$ cat config.mk
export PLATFORM = sky130hd
export DESIGN_NAME = fpga_passive_serial_loader_flat
export DESIGN_NICKNAME = d
export VERILOG_FILES = /design/src/sv/fpsl_pkg.sv /design/src/sv/fpsl_in_if.sv /design/src/sv/fpsl_out_if.sv /design/src/sv/fpsl_cfg_regs.sv /design/src/sv/fpsl_core.sv /design/src/sv/fpga_passive_serial_loader.sv /design/src/flat_wrapper.sv
export SDC_FILE = /design/constraint.sdc
export NUM_CORES = 1
export LEC_CHECK = 0
export BUFFER_PORTS_ARGS = -buffer_cell sky130_fd_sc_hd__buf_4
export CAP_MARGIN = 15
export CORE_MARGIN = 2
export CORE_UTILIZATION = 57
export CTS_BUF_LIST = sky130_fd_sc_hd__clkbuf_2
export DETAILED_ROUTE_END_ITERATION = 8
export PLACE_DENSITY = 0.91
export SETUP_SLACK_MARGIN = 0.02
export SYNTH_ARGS = -nofsm -noshare
export SYNTH_HDL_FRONTEND = slang
export SYNTH_SLANG_ARGS = --single-unit
$ cat constraint.sdc
create_clock -name i_clk -period 4.05 [get_ports i_clk]
set_input_delay 0.81 -clock i_clk [delete_from_list [all_inputs] [get_ports i_clk]]
set_output_delay 0.81 -clock i_clk [all_outputs]
set_load 0.02 [all_outputs]
$ cat src/sv/fpsl_pkg.sv
// ----------------------------------------------------------------------------
// fpsl_pkg: shared types and constants of the passive serial loader
// Command, phase and status codes, register indexes and the item structs.
// ----------------------------------------------------------------------------
package fpsl_pkg;

    // width of the image byte counter
    parameter int COUNT_BITS = 24;

    parameter int CFG_IDX_W  = 3;
    parameter int CFG_DATA_W = 24;

    typedef logic [COUNT_BITS-1:0] t_count;
    typedef logic [23:0]           t_bytes;

    parameter logic [9:0]  WAIT_MAX = 10'd1023;
    parameter logic [9:0]  POLL_MAX = 10'd1023;
    parameter logic [22:0] PAD_MAX  = 23'h7FFFFF;
    parameter logic [7:0]  PAD_BYTE = 8'hFF;

    parameter logic [23:0] RST_IMAGE_BYTES   = 24'd0;
    parameter logic [7:0]  RST_SETTLE_US     = 8'd40;
    parameter logic [9:0]  RST_POLL_INTERVAL = 10'd100;
    parameter logic [9:0]  RST_POLL_LIMIT    = 10'd500;
    parameter logic [22:0] RST_PAD_LIMIT     = 23'd5000000;

    typedef enum logic [1:0] {
        CMD_TICK  = 2'd0,
        CMD_START = 2'd1,
        CMD_BYTE  = 2'd2,
        CMD_PAD   = 2'd3
    } t_cmd;

    typedef enum logic [3:0] {
        PH_IDLE    = 4'd0,
        PH_SETTLE  = 4'd1,
        PH_PULSE   = 4'd2,
        PH_HOLD    = 4'd3,
        PH_RELEASE = 4'd4,
        PH_POLL    = 4'd5,
        PH_IMAGE   = 4'd6,
        PH_PAD     = 4'd7,
        PH_END     = 4'd8
    } t_phase;

    typedef enum logic [3:0] {
        ST_IDLE               = 4'd0,
        ST_BUSY               = 4'd1,
        ST_DONE               = 4'd2,
        ST_STATUS_AT_PULSE    = 4'd3,
        ST_DONE_AT_PULSE      = 4'd4,
        ST_DONE_AFTER_RELEASE = 4'd5,
        ST_TIMEOUT            = 4'd6,
        ST_LOST               = 4'd7,
        ST_PAD_OUT            = 4'd8
    } t_status;

    typedef enum logic [CFG_IDX_W-1:0] {
        CFG_IMAGE_BYTES   = 3'd0,
        CFG_SETTLE_US     = 3'd1,
        CFG_POLL_INTERVAL = 3'd2,
        CFG_POLL_LIMIT    = 3'd3,
        CFG_PAD_LIMIT     = 3'd4
    } t_cfg_idx;

    typedef struct packed {
        logic [23:0] image_bytes;
        logic [7:0]  settle_us;
        logic [9:0]  poll_interval_us;
        logic [9:0]  poll_limit;
        logic [22:0] pad_limit;
    } t_cfg;

    typedef struct packed {
        t_cmd       cmd;
        logic [7:0] data_byte;
        logic       status_pin;
        logic       done_pin;
    } t_in_item;

    typedef struct packed {
        logic        config_request;
        logic        send_valid;
        logic [7:0]  send_byte;
        logic        want_data;
        logic [3:0]  status;
        logic [23:0] bytes_sent;
    } t_result;

endpackage

$ cat src/sv/fpsl_in_if.sv
// ----------------------------------------------------------------------------
// fpsl_in_if: input channel of the passive serial loader
// Valid/ready channel carrying command, image byte and pin samples.
// ----------------------------------------------------------------------------
interface fpsl_in_if;
    logic       valid;
    logic       ready;
    logic [1:0] cmd;
    logic [7:0] data_byte;
    logic       status_pin;
    logic       done_pin;

    modport source (output valid, cmd, data_byte, status_pin, done_pin, input ready);
    modport sink   (input valid, cmd, data_byte, status_pin, done_pin, output ready);
endinterface

$ cat src/sv/fpsl_out_if.sv
// ----------------------------------------------------------------------------
// fpsl_out_if: result channel of the passive serial loader
// Valid/ready channel carrying pin level, send byte and progress status.
// ----------------------------------------------------------------------------
interface fpsl_out_if;
    logic        valid;
    logic        ready;
    logic        config_request;
    logic        send_valid;
    logic [7:0]  send_byte;
    logic        want_data;
    logic [3:0]  status;
    logic [23:0] bytes_sent;

    modport source (output valid, config_request, send_valid, send_byte, want_data,
                    status, bytes_sent, input ready);
    modport sink   (input valid, config_request, send_valid, send_byte, want_data,
                    status, bytes_sent, output ready);
endinterface

$ cat src/sv/fpsl_cfg_regs.sv
// ----------------------------------------------------------------------------
// fpsl_cfg_regs: configuration registers
// Write-only register file; each write lands at the next clock edge.
// ----------------------------------------------------------------------------
module fpsl_cfg_regs (
    input  logic                             i_clk,
    input  logic                             i_rst_n,
    input  logic                             i_cfg_we,
    input  logic [fpsl_pkg::CFG_IDX_W-1:0]   i_cfg_idx,
    input  logic [fpsl_pkg::CFG_DATA_W-1:0]  i_cfg_wdata,
    output fpsl_pkg::t_cfg                   o_cfg
);

    fpsl_pkg::t_cfg r_cfg;
    fpsl_pkg::t_cfg n_cfg;

    always_comb begin
        n_cfg = r_cfg;
        if (i_cfg_we) begin
            case (fpsl_pkg::t_cfg_idx'(i_cfg_idx))
                fpsl_pkg::CFG_IMAGE_BYTES:   n_cfg.image_bytes      = i_cfg_wdata[23:0];
                fpsl_pkg::CFG_SETTLE_US:     n_cfg.settle_us        = i_cfg_wdata[7:0];
                fpsl_pkg::CFG_POLL_INTERVAL: n_cfg.poll_interval_us = i_cfg_wdata[9:0];
                fpsl_pkg::CFG_POLL_LIMIT:    n_cfg.poll_limit       = i_cfg_wdata[9:0];
                fpsl_pkg::CFG_PAD_LIMIT:     n_cfg.pad_limit        = i_cfg_wdata[22:0];
                default: ;  // drop writes past the register list
            endcase
        end
    end

    always_ff @(posedge i_clk) begin
        if (!i_rst_n) begin
            r_cfg.image_bytes      <= fpsl_pkg::RST_IMAGE_BYTES;
            r_cfg.settle_us        <= fpsl_pkg::RST_SETTLE_US;
            r_cfg.poll_interval_us <= fpsl_pkg::RST_POLL_INTERVAL;
            r_cfg.poll_limit       <= fpsl_pkg::RST_POLL_LIMIT;
            r_cfg.pad_limit        <= fpsl_pkg::RST_PAD_LIMIT;
        end else begin
            r_cfg <= n_cfg;
        end
    end

    assign o_cfg = r_cfg;

endmodule

$ cat src/sv/fpsl_core.sv
// ----------------------------------------------------------------------------
// fpsl_core: load sequencer
// Phase register and counters; one step per item, result formed alongside.
// ----------------------------------------------------------------------------
module fpsl_core (
    input  logic               i_clk,
    input  logic               i_rst_n,
    input  logic               i_step,
    input  fpsl_pkg::t_in_item i_item,
    input  fpsl_pkg::t_cfg     i_cfg,
    output fpsl_pkg::t_result  o_result
);

    fpsl_pkg::t_phase  r_phase,       n_phase;
    logic [9:0]        r_wait_cnt,    n_wait_cnt;
    logic [9:0]        r_poll_cnt,    n_poll_cnt;
    fpsl_pkg::t_count  r_byte_cnt,    n_byte_cnt;
    logic [22:0]       r_pad_cnt,     n_pad_cnt;
    fpsl_pkg::t_status r_last_status, n_last_status;

    logic [9:0]        wait_inc;
    logic [9:0]        wait_lim;
    logic              wait_hit;
    logic [9:0]        poll_inc;
    logic [22:0]       pad_inc;
    fpsl_pkg::t_count  img_len;
    fpsl_pkg::t_count  byte_inc;
    logic              send_valid;
    logic [7:0]        send_byte;

    // shared increment/compare for all waiting phases
    assign wait_inc = (r_wait_cnt != fpsl_pkg::WAIT_MAX) ? r_wait_cnt + 10'd1 : r_wait_cnt;
    assign wait_lim = (r_phase == fpsl_pkg::PH_POLL) ? i_cfg.poll_interval_us
                                                     : {2'b00, i_cfg.settle_us};
    assign wait_hit = (wait_inc >= wait_lim);
    assign poll_inc = (r_poll_cnt != fpsl_pkg::POLL_MAX) ? r_poll_cnt + 10'd1 : r_poll_cnt;
    assign pad_inc  = (r_pad_cnt != fpsl_pkg::PAD_MAX) ? r_pad_cnt + 23'd1 : r_pad_cnt;
    assign img_len  = fpsl_pkg::t_count'(i_cfg.image_bytes);
    assign byte_inc = r_byte_cnt + fpsl_pkg::t_count'(1);

    always_comb begin
        n_phase       = r_phase;
        n_wait_cnt    = r_wait_cnt;
        n_poll_cnt    = r_poll_cnt;
        n_byte_cnt    = r_byte_cnt;
        n_pad_cnt     = r_pad_cnt;
        n_last_status = r_last_status;
        send_valid    = 1'b0;
        send_byte     = 8'h00;

        case (i_item.cmd)
            fpsl_pkg::CMD_START: begin
                n_phase       = fpsl_pkg::PH_SETTLE;
                n_wait_cnt    = '0;
                n_poll_cnt    = '0;
                n_byte_cnt    = '0;
                n_pad_cnt     = '0;
                n_last_status = fpsl_pkg::ST_BUSY;
            end
            fpsl_pkg::CMD_TICK: begin
                case (r_phase)
                    fpsl_pkg::PH_SETTLE: begin
                        n_wait_cnt = wait_hit ? 10'd0 : wait_inc;
                        if (wait_hit) n_phase = fpsl_pkg::PH_PULSE;
                    end
                    fpsl_pkg::PH_PULSE: begin
                        if (i_item.status_pin) begin
                            n_phase       = fpsl_pkg::PH_END;
                            n_last_status = fpsl_pkg::ST_STATUS_AT_PULSE;
                        end else if (i_item.done_pin) begin
                            n_phase       = fpsl_pkg::PH_END;
                            n_last_status = fpsl_pkg::ST_DONE_AT_PULSE;
                        end else begin
                            n_phase    = fpsl_pkg::PH_HOLD;
                            n_wait_cnt = '0;
                        end
                    end
                    fpsl_pkg::PH_HOLD: begin
                        n_wait_cnt = wait_hit ? 10'd0 : wait_inc;
                        if (wait_hit) n_phase = fpsl_pkg::PH_RELEASE;
                    end
                    fpsl_pkg::PH_RELEASE: begin
                        n_wait_cnt = wait_hit ? 10'd0 : wait_inc;
                        if (wait_hit) begin
                            if (i_item.done_pin) begin
                                n_phase       = fpsl_pkg::PH_END;
                                n_last_status = fpsl_pkg::ST_DONE_AFTER_RELEASE;
                            end else if (i_item.status_pin) begin
                                n_phase = (img_len == '0) ? fpsl_pkg::PH_PAD
                                                          : fpsl_pkg::PH_IMAGE;
                            end else begin
                                n_phase    = fpsl_pkg::PH_POLL;
                                n_poll_cnt = '0;
                            end
                        end
                    end
                    fpsl_pkg::PH_POLL: begin
                        n_wait_cnt = wait_hit ? 10'd0 : wait_inc;
                        if (wait_hit) begin
                            n_poll_cnt = poll_inc;
                            if (poll_inc >= i_cfg.poll_limit) begin
                                n_phase       = fpsl_pkg::PH_END;
                                n_last_status = fpsl_pkg::ST_TIMEOUT;
                            end else if (i_item.status_pin) begin
                                n_phase = (img_len == '0) ? fpsl_pkg::PH_PAD
                                                          : fpsl_pkg::PH_IMAGE;
                            end
                        end
                    end
                    default: ;  // ticks in the idle, image, pad and end phases are ignored
                endcase
            end
            fpsl_pkg::CMD_BYTE: begin
                if (r_phase == fpsl_pkg::PH_IMAGE) begin
                    if (r_byte_cnt >= img_len) begin
                        n_phase = fpsl_pkg::PH_PAD;
                    end else if (i_item.done_pin) begin
                        n_phase       = fpsl_pkg::PH_END;
                        n_last_status = fpsl_pkg::ST_DONE;
                    end else if (!i_item.status_pin) begin
                        n_phase       = fpsl_pkg::PH_END;
                        n_last_status = fpsl_pkg::ST_LOST;
                    end else begin
                        send_valid = 1'b1;
                        send_byte  = i_item.data_byte;
                        n_byte_cnt = byte_inc;
                        if (byte_inc >= img_len) n_phase = fpsl_pkg::PH_PAD;
                    end
                end
            end
            fpsl_pkg::CMD_PAD: begin
                if (r_phase == fpsl_pkg::PH_PAD) begin
                    send_valid = 1'b1;
                    send_byte  = fpsl_pkg::PAD_BYTE;
                    n_pad_cnt  = pad_inc;
                    if (i_item.done_pin) begin
                        n_phase       = fpsl_pkg::PH_END;
                        n_last_status = fpsl_pkg::ST_DONE;
                    end else if (pad_inc >= i_cfg.pad_limit) begin
                        n_phase       = fpsl_pkg::PH_END;
                        n_last_status = fpsl_pkg::ST_PAD_OUT;
                    end
                end
            end
            default: ;
        endcase

        o_result.config_request = !(n_phase == fpsl_pkg::PH_PULSE ||
                                    n_phase == fpsl_pkg::PH_HOLD);
        o_result.send_valid     = send_valid;
        o_result.send_byte      = send_byte;
        o_result.want_data      = (n_phase == fpsl_pkg::PH_IMAGE) && (n_byte_cnt < img_len);
        o_result.status         = n_last_status;
        o_result.bytes_sent     = fpsl_pkg::t_bytes'(n_byte_cnt);
    end

    always_ff @(posedge i_clk) begin
        if (!i_rst_n) begin
            r_phase       <= fpsl_pkg::PH_IDLE;
            r_wait_cnt    <= '0;
            r_poll_cnt    <= '0;
            r_byte_cnt    <= '0;
            r_pad_cnt     <= '0;
            r_last_status <= fpsl_pkg::ST_IDLE;
        end else if (i_step) begin
            r_phase       <= n_phase;
            r_wait_cnt    <= n_wait_cnt;
            r_poll_cnt    <= n_poll_cnt;
            r_byte_cnt    <= n_byte_cnt;
            r_pad_cnt     <= n_pad_cnt;
            r_last_status <= n_last_status;
        end
    end

    a_send_phase: assert property (@(posedge i_clk) disable iff (!i_rst_n)
        (i_step && o_result.send_valid) |->
            (r_phase == fpsl_pkg::PH_IMAGE || r_phase == fpsl_pkg::PH_PAD))
        else $error("byte sent outside image or pad phase");

    a_start: assert property (@(posedge i_clk) disable iff (!i_rst_n)
        (i_step && i_item.cmd == fpsl_pkg::CMD_START) |=>
            (r_phase == fpsl_pkg::PH_SETTLE && r_byte_cnt == '0 &&
             r_last_status == fpsl_pkg::ST_BUSY))
        else $error("start did not restart the sequence");

    a_end_code: assert property (@(posedge i_clk) disable iff (!i_rst_n)
        (r_phase == fpsl_pkg::PH_END) |->
            (r_last_status != fpsl_pkg::ST_IDLE && r_last_status != fpsl_pkg::ST_BUSY))
        else $error("finished without a final status");

    a_hold: assert property (@(posedge i_clk) disable iff (!i_rst_n)
        !i_step |=> ($stable(r_phase) && $stable(r_byte_cnt) && $stable(r_pad_cnt)))
        else $error("state moved without a step");

endmodule

$ cat src/sv/fpga_passive_serial_loader.sv
// Path: input beat to result beat through the input register, then the result register.
// Throughput: 1 item per cycle when not stalled; the phase/counter update in the core is the only loop.
// Reset: synchronous, active low; phase idle, all counts zero, status idle, registers
//   at their defaults (image 0, settle 40, poll interval 100, poll limit 500, pad 5000000).
// A stalled result beat holds; the input register still takes a beat while it is empty,
//   or while the result register is free or being drained in the same cycle.
// ----------------------------------------------------------------------------
// fpga_passive_serial_loader: passive serial configuration sequencer
// Steps through request pulse, release, status polling, image stream and padding,
// one result beat per input beat.
// ----------------------------------------------------------------------------
module fpga_passive_serial_loader (
    input  logic                             i_clk,
    input  logic                             i_rst_n,
    input  logic                             i_cfg_we,
    input  logic [fpsl_pkg::CFG_IDX_W-1:0]   i_cfg_idx,
    input  logic [fpsl_pkg::CFG_DATA_W-1:0]  i_cfg_wdata,
    fpsl_in_if.sink                          i_in,
    fpsl_out_if.source                       o_out
);

    // configuration registers; the user must write them only while the block is idle (not enforced here)
    fpsl_pkg::t_cfg cfg;

    fpsl_cfg_regs u_cfg (
        .i_clk       (i_clk),
        .i_rst_n     (i_rst_n),
        .i_cfg_we    (i_cfg_we),
        .i_cfg_idx   (i_cfg_idx),
        .i_cfg_wdata (i_cfg_wdata),
        .o_cfg       (cfg)
    );

    // input register stage
    logic               r_in_valid, n_in_valid;
    fpsl_pkg::t_in_item r_in;
    logic               out_free;
    logic               in_accept;
    logic               step;

    // result register stage
    logic               r_out_valid, n_out_valid;
    fpsl_pkg::t_result  r_out;
    fpsl_pkg::t_result  core_result;

    // the result register is free when empty or being drained this cycle
    assign out_free  = !r_out_valid || o_out.ready;
    // advance the held beat into the core when the result slot is free
    assign step      = r_in_valid && out_free;
    assign i_in.ready = !r_in_valid || out_free;
    assign in_accept = i_in.valid && i_in.ready;

    always_comb begin
        n_in_valid = r_in_valid;
        if (in_accept) begin
            n_in_valid = 1'b1;
        end else if (step) begin
            n_in_valid = 1'b0;
        end

        n_out_valid = r_out_valid;
        if (step) begin
            n_out_valid = 1'b1;
        end else if (o_out.ready) begin
            n_out_valid = 1'b0;
        end
    end

    always_ff @(posedge i_clk) begin
        if (!i_rst_n) begin
            r_in_valid  <= 1'b0;
            r_out_valid <= 1'b0;
        end else begin
            r_in_valid  <= n_in_valid;
            r_out_valid <= n_out_valid;
        end
    end

    // payload registers: input captures on accept, result captures on step, no reset needed
    always_ff @(posedge i_clk) begin
        if (in_accept) begin
            r_in.cmd        <= fpsl_pkg::t_cmd'(i_in.cmd);
            r_in.data_byte  <= i_in.data_byte;
            r_in.status_pin <= i_in.status_pin;
            r_in.done_pin   <= i_in.done_pin;
        end
        if (step) begin
            r_out <= core_result;
        end
    end

    // sequencer: state update and result formed in one pass
    fpsl_core u_core (
        .i_clk    (i_clk),
        .i_rst_n  (i_rst_n),
        .i_step   (step),
        .i_item   (r_in),
        .i_cfg    (cfg),
        .o_result (core_result)
    );

    // drive the result channel straight from the result register
    assign o_out.valid          = r_out_valid;
    assign o_out.config_request = r_out.config_request;
    assign o_out.send_valid     = r_out.send_valid;
    assign o_out.send_byte      = r_out.send_byte;
    assign o_out.want_data      = r_out.want_data;
    assign o_out.status         = r_out.status;
    assign o_out.bytes_sent     = r_out.bytes_sent;

endmodule
$ cat src/flat_wrapper.sv
// flat-port wrapper written by rule: the top's interface ports become plain ports
module fpga_passive_serial_loader_flat 
  (i_clk, i_rst_n, i_cfg_we, i_cfg_idx, i_cfg_wdata, i_in_valid, i_in_cmd, i_in_data_byte, i_in_status_pin, i_in_done_pin, i_in_ready, o_out_valid, o_out_config_request, o_out_send_valid, o_out_send_byte, o_out_want_data, o_out_status, o_out_bytes_sent, o_out_ready);
  fpsl_in_if i_in_i ();
  fpsl_out_if o_out_i ();
  input  logic i_clk;
  input  logic i_rst_n;
  input  logic i_cfg_we;
  input  logic [fpsl_pkg::CFG_IDX_W-1:0] i_cfg_idx;
  input  logic [fpsl_pkg::CFG_DATA_W-1:0] i_cfg_wdata;
  input wire logic [$bits(i_in_i.valid)-1:0] i_in_valid;
  input wire logic [$bits(i_in_i.cmd)-1:0] i_in_cmd;
  input wire logic [$bits(i_in_i.data_byte)-1:0] i_in_data_byte;
  input wire logic [$bits(i_in_i.status_pin)-1:0] i_in_status_pin;
  input wire logic [$bits(i_in_i.done_pin)-1:0] i_in_done_pin;
  output wire logic [$bits(i_in_i.ready)-1:0] i_in_ready;
  output wire logic [$bits(o_out_i.valid)-1:0] o_out_valid;
  output wire logic [$bits(o_out_i.config_request)-1:0] o_out_config_request;
  output wire logic [$bits(o_out_i.send_valid)-1:0] o_out_send_valid;
  output wire logic [$bits(o_out_i.send_byte)-1:0] o_out_send_byte;
  output wire logic [$bits(o_out_i.want_data)-1:0] o_out_want_data;
  output wire logic [$bits(o_out_i.status)-1:0] o_out_status;
  output wire logic [$bits(o_out_i.bytes_sent)-1:0] o_out_bytes_sent;
  input wire logic [$bits(o_out_i.ready)-1:0] o_out_ready;
  assign i_in_i.valid = i_in_valid;
  assign i_in_i.cmd = i_in_cmd;
  assign i_in_i.data_byte = i_in_data_byte;
  assign i_in_i.status_pin = i_in_status_pin;
  assign i_in_i.done_pin = i_in_done_pin;
  assign i_in_ready = i_in_i.ready;
  assign o_out_valid = o_out_i.valid;
  assign o_out_config_request = o_out_i.config_request;
  assign o_out_send_valid = o_out_i.send_valid;
  assign o_out_send_byte = o_out_i.send_byte;
  assign o_out_want_data = o_out_i.want_data;
  assign o_out_status = o_out_i.status;
  assign o_out_bytes_sent = o_out_i.bytes_sent;
  assign o_out_i.ready = o_out_ready;
  fpga_passive_serial_loader u_core (.i_clk(i_clk), .i_rst_n(i_rst_n), .i_cfg_we(i_cfg_we), .i_cfg_idx(i_cfg_idx), .i_cfg_wdata(i_cfg_wdata), .i_in(i_in_i), .o_out(o_out_i));
endmodule
==> flow_metrics.py <==
metrics = {
    "logic_synthesis": {
        "synth_compound_area_share_pct": 19.8,
        "synth-simple-area-share_pct": 22.5,
        "synth-main-ff-cell": "dfxtp_1",
        "postSynth.asyncResetShare_pct": 0,
        "synthMuxAreaShare_pct": 1.05,
        "synth_top_family_by_area": "simple AND/OR/NAND/NOR gates",
        "syn-cell-area_sq_um": 13000,
        "ys_ff_latch": 203,
        "synth_edf_count": 51,
        "synth_fa_ha_area_share_pct": 11.7,
        "seq_area_frac_synth_pct": 35.1,
        "syn_avg_cell_area_sq_um": 8.43,
        "ys_warn_count": 0,
        "syn-num-nets": 1711,
        "synthesis.instances": 1545,
        "synth_xor_xnor_area_share_pct": 5.04,
        "ys_types": 84,
    },
    "power": {
        "p_per_area_nw_per_um2": 257,
        "leakagePower_nw": 6.96,
        "ir_drop_mv": 0.269,
    },
    "floorplanning": {
        "core_area_sq_um": 22500,
        "dieWidth_um": 155,
        "start_util_pct": 57.9,
        "ioPinCount": 85,
        "floorplan.rows": 55,
        "dieArea_sq_um": 24100,
        "die_h_um": 155,
    },
    "clock_tree": {
        "h-tree-depth": 2,
        "root_buffer": "clkbuf_2",
        "ctsHoldBuffers": 0,
        "cts_tree": "built",
        "clock_sinks": 203,
        "path_clk_slew_ns": 0.13,
        "clkLatencyLatePin_ns": 0.93,
        "cts_made_buffers": 52,
        "clockBufferDepth": 3,
    },
    "sta": {
        "slew_headroom_pct": 24.2,
        "setup_viol": 6,
        "max_freq_mhz": 223,
        "hold_ws_ns": 0.0648,
        "period_minus_slack_ns": 4.49,
        "hold_viol_final": 0,
        "rsz0062_at_grt": "true",
        "period_share_pct": 111,
        "worst_slack_ns": -0.438,
        "skew_ns": 0.0724,
        "tightest_slew_ns": 1.14,
        "finalMaxSlewViolations": 0,
    },
    "drt": {
        "finalWirelength_mm": 40.3,
        "drt-initial-drc-count": 1467,
        "viasPerCell": 6.21,
        "wl_per_cell_um": 18.9,
        "vias": 13300,
        "first_pass_iters": 8,
        "postRouteAntennaNets": 0,
        "remaining_drc_errors": 0,
    },
    "worst_setup_path": {
        "path_cells": "inv_1, ha_1, and4_1, nand4_1, buf_4, a2111oi_4, a211o_1, nor2_4, nand4_1, xor2_1, nor2_1, ha_1, and3_1, nand4_1, or4_4, a2111oi_4, o31ai_2, nor4b_1, and4bb_2",
        "slowest_stage": "or4_4",
        "path_buf_inv": 2,
        "path_class": "reg -> reg",
        "r2r_end": "u_core.o_out.want_data$_DFFE_PP_",
        "setup.worst_path.start_class": "flip-flop",
        "r2r-start": "u_core.u_cfg.o_cfg[64]$_SDFFE_PN0P_",
        "crit_path_max_fanout": 8,
        "critPathCaptureType": "flip-flop",
        "cp_top_family": "simple AND/OR/NAND/NOR gates",
        "arrival_ns": 5.14,
        "rr_worst_depth": 19,
        "crit_top_cell": "nand4_1",
        "crit_required_ns": 4.70,
        "r2r_slack_ns": -0.44,
        "max_stage_delay_ns": 0.48,
    },
    "worst_hold_path": {
        "holdPathEnd": "u_core.r_in[7]$_DFFE_PP_",
        "min_from": "i_in_data_byte[5]",
        "holdCritPathClass": "in -> reg",
        "hold_depth": 1,
    },
    "job": {
        "maxCapViolations": 0,
    },
    "run_status": {
        "status": "complete, but fails checks",
        "violations": "negative setup slack",
    },
    "global_route": {
        "grt_pass1_vias": 12800,
        "grt_pass1_wl_mm": 61.9,
        "grt_max_degree": 51,
        "gr-total-overflow": 0,
        "track_usage_pct": 31.6,
        "grt_antenna_before_repair": 1,
    },
    "place": {
        "post-dp-hpwl_mm": 28.0,
        "gp_congestion": 0.954,
        "dp.cells": 2019,
        "numPortBuffers": 84,
    },
    "cells_and_area": {
        "layout-drive-gt1-share_pct": 25.6,
        "fin_cells": 2135,
        "layout.nets": 1971,
        "area_delta_synth_final_pct": 23.5,
    },
}
## worst max path at each step
stage,from,slack [ns],to,cells after the start
final,u_core.u_cfg.o_cfg[64]$_SDFFE_PN0P_,-0.44,u_core.o_out.want_data$_DFFE_PP_,19
after floorplan,u_core.u_cfg.o_cfg[72]$_SDFFE_PN0P_,0.01,u_core.o_out.want_data$_DFFE_PP_,19
after CTS,u_core.u_cfg.o_cfg[64]$_SDFFE_PN0P_,-0.29,u_core.o_out.want_data$_DFFE_PP_,19
after detailed placement,u_core.u_cfg.o_cfg[64]$_SDFFE_PN0P_,-0.35,u_core.o_out.want_data$_DFFE_PP_,20
after global placement,u_core.u_cfg.o_cfg[68]$_SDFFE_PN0P_,-0.22,u_core.o_out.want_data$_DFFE_PP_,20
after global routing,u_core.u_cfg.o_cfg[72]$_SDFFE_PN0P_,-0.65,u_core.o_out.want_data$_DFFE_PP_,18
## report_power, final
part | total [W] | leakage, nW | internal, W | switching [W]
clock | 0.00152 | 0.381 | 0.000575 | 0.000942
sequential | 0.00214 | 1.71 | 0.00212 | 0.0000226
combinational | 0.000466 | 4.87 | 0.000185 | 0.000281
## routing by layer
metal / vias up / global-route usage, % / routed length [um] / share of wire (%)
met5: - / 0 / 0 / 0
met4: 0 / 15.3 / 2120 / 5.2
met3: 195 / 6.43 / 3710 / 9.2
met2: 770 / 53.2 / 18900 / 47
met1: 6225 / 38.8 / 15600 / 39
li1: 6067 / - / - / -
## metrics by stage
step                      util (%)  setup slack, ns  total power, W  setup TNS (ns)  instance area, sq um
final                         71.4           -0.438         0.00413          -0.849                 16100
after global routing          71.4           -0.646         0.00427           -2.45                 16100
after CTS                     70.0           -0.290         0.00410          -0.340                 15800
after detailed placement      67.3           -0.355         0.00262          -0.356                 15200
after global placement        67.3           -0.218         0.00260          -0.218                 15200
after floorplan                  -           0.0131         0.00244               0                 13100
## cell type report
class,count,area (sq um)
diodes,1,2.50
repair buffers,294,2240
fillers,1502,6430
multi-input cells,1186,8120
flip-flops and latches,203,4590
clock buffers,73,365
clock inverters,25,143
inverters,68,255
well taps,285,357
## logic make-up (layout without fill, tap and decap cells)
group,after synthesis,in the layout
AND/OR/NAND/NOR,596,596
other,0,1
flip-flops,203,203
adder cells (fa/ha/maj),122,122
multiplexers,13,13
AO/OA/AOI/OAI,380,380
buffers and inverters,156,460
XOR/XNOR,75,75
## placed cells by master, fill, tap and decap left out, types with 11 or more instances in the layout
cell type,count
o211ai_1,21
o21ai_0,62
o31ai_1,16
edfxtp_1,51
nor2b_1,39
nor4_1,12
xnor2_1,31
clkinv_1,15
nand3_1,41
a21boi_0,70
or3_1,11
dfxtp_2,13
nor2_1,88
nand2b_1,16
dfxtp_1,138
a31oi_1,11
buf_4,287
nand2_1,259
ha_1,120
and3_1,19
o21a_1,14
clkbuf_2,73
a21oi_1,67
a21o_1,15
xor2_1,41
nand4_1,30
inv_1,63
a22oi_1,27
## repair_timing
action	in CTS	in global routing
resized for setup	15	63
pin swaps	9	19
gates cloned	0	0
setup buffers	5	13
endpoints found under the setup margin	9	14
## Yosys cell counts, types with 4 or more instances
library cell | number | area [sq um]
a211oi_1 | 6 | 45.0
a21boi_0 | 71 | 533
a21o_1 | 15 | 113
a21oi_1 | 74 | 370
a22oi_1 | 27 | 203
a31oi_1 | 12 | 75.1
a41oi_1 | 6 | 52.6
and2_1 | 12 | 75.1
and3_1 | 21 | 131
and4_1 | 13 | 114
buf_1 | 7 | 26.3
buf_2 | 9 | 45.0
buf_4 | 4 | 30.0
clkbuf_1 | 65 | 244
dfxtp_1 | 152 | 3040
edfxtp_1 | 51 | 1530
ha_1 | 122 | 1530
inv_1 | 67 | 251
mux2_2 | 5 | 56.3
mux2i_1 | 8 | 80.1
nand2_1 | 260 | 976
nand2b_1 | 16 | 100
nand3_1 | 45 | 225
nand4_1 | 30 | 188
nor2_1 | 92 | 345
nor2b_1 | 41 | 257
nor3_1 | 10 | 50.1
nor4_1 | 13 | 81.3
o211ai_1 | 21 | 158
o21a_1 | 14 | 105
o21ai_0 | 68 | 340
o21bai_1 | 4 | 30.0
o221ai_1 | 4 | 35.0
o31ai_1 | 18 | 135
or2_2 | 5 | 31.3
or3_1 | 11 | 68.8
xnor2_1 | 34 | 298
xor2_1 | 41 | 359
## flip-flops by register name (all words and copies together) (netlist names), 8 cells and up
name	cells
u_core.r_in	12
u_core.u_core.r_poll_cnt	10
u_core.u_core.r_pad_cnt	23
u_core.u_core.r_byte_cnt	24
u_core.u_core.r_wait_cnt	10
u_core.o_out.bytes_sent	24
u_core.u_cfg.o_cfg	75
u_core.o_out.send_byte	8
Note: power is estimated with default switching activity, not from simulation.
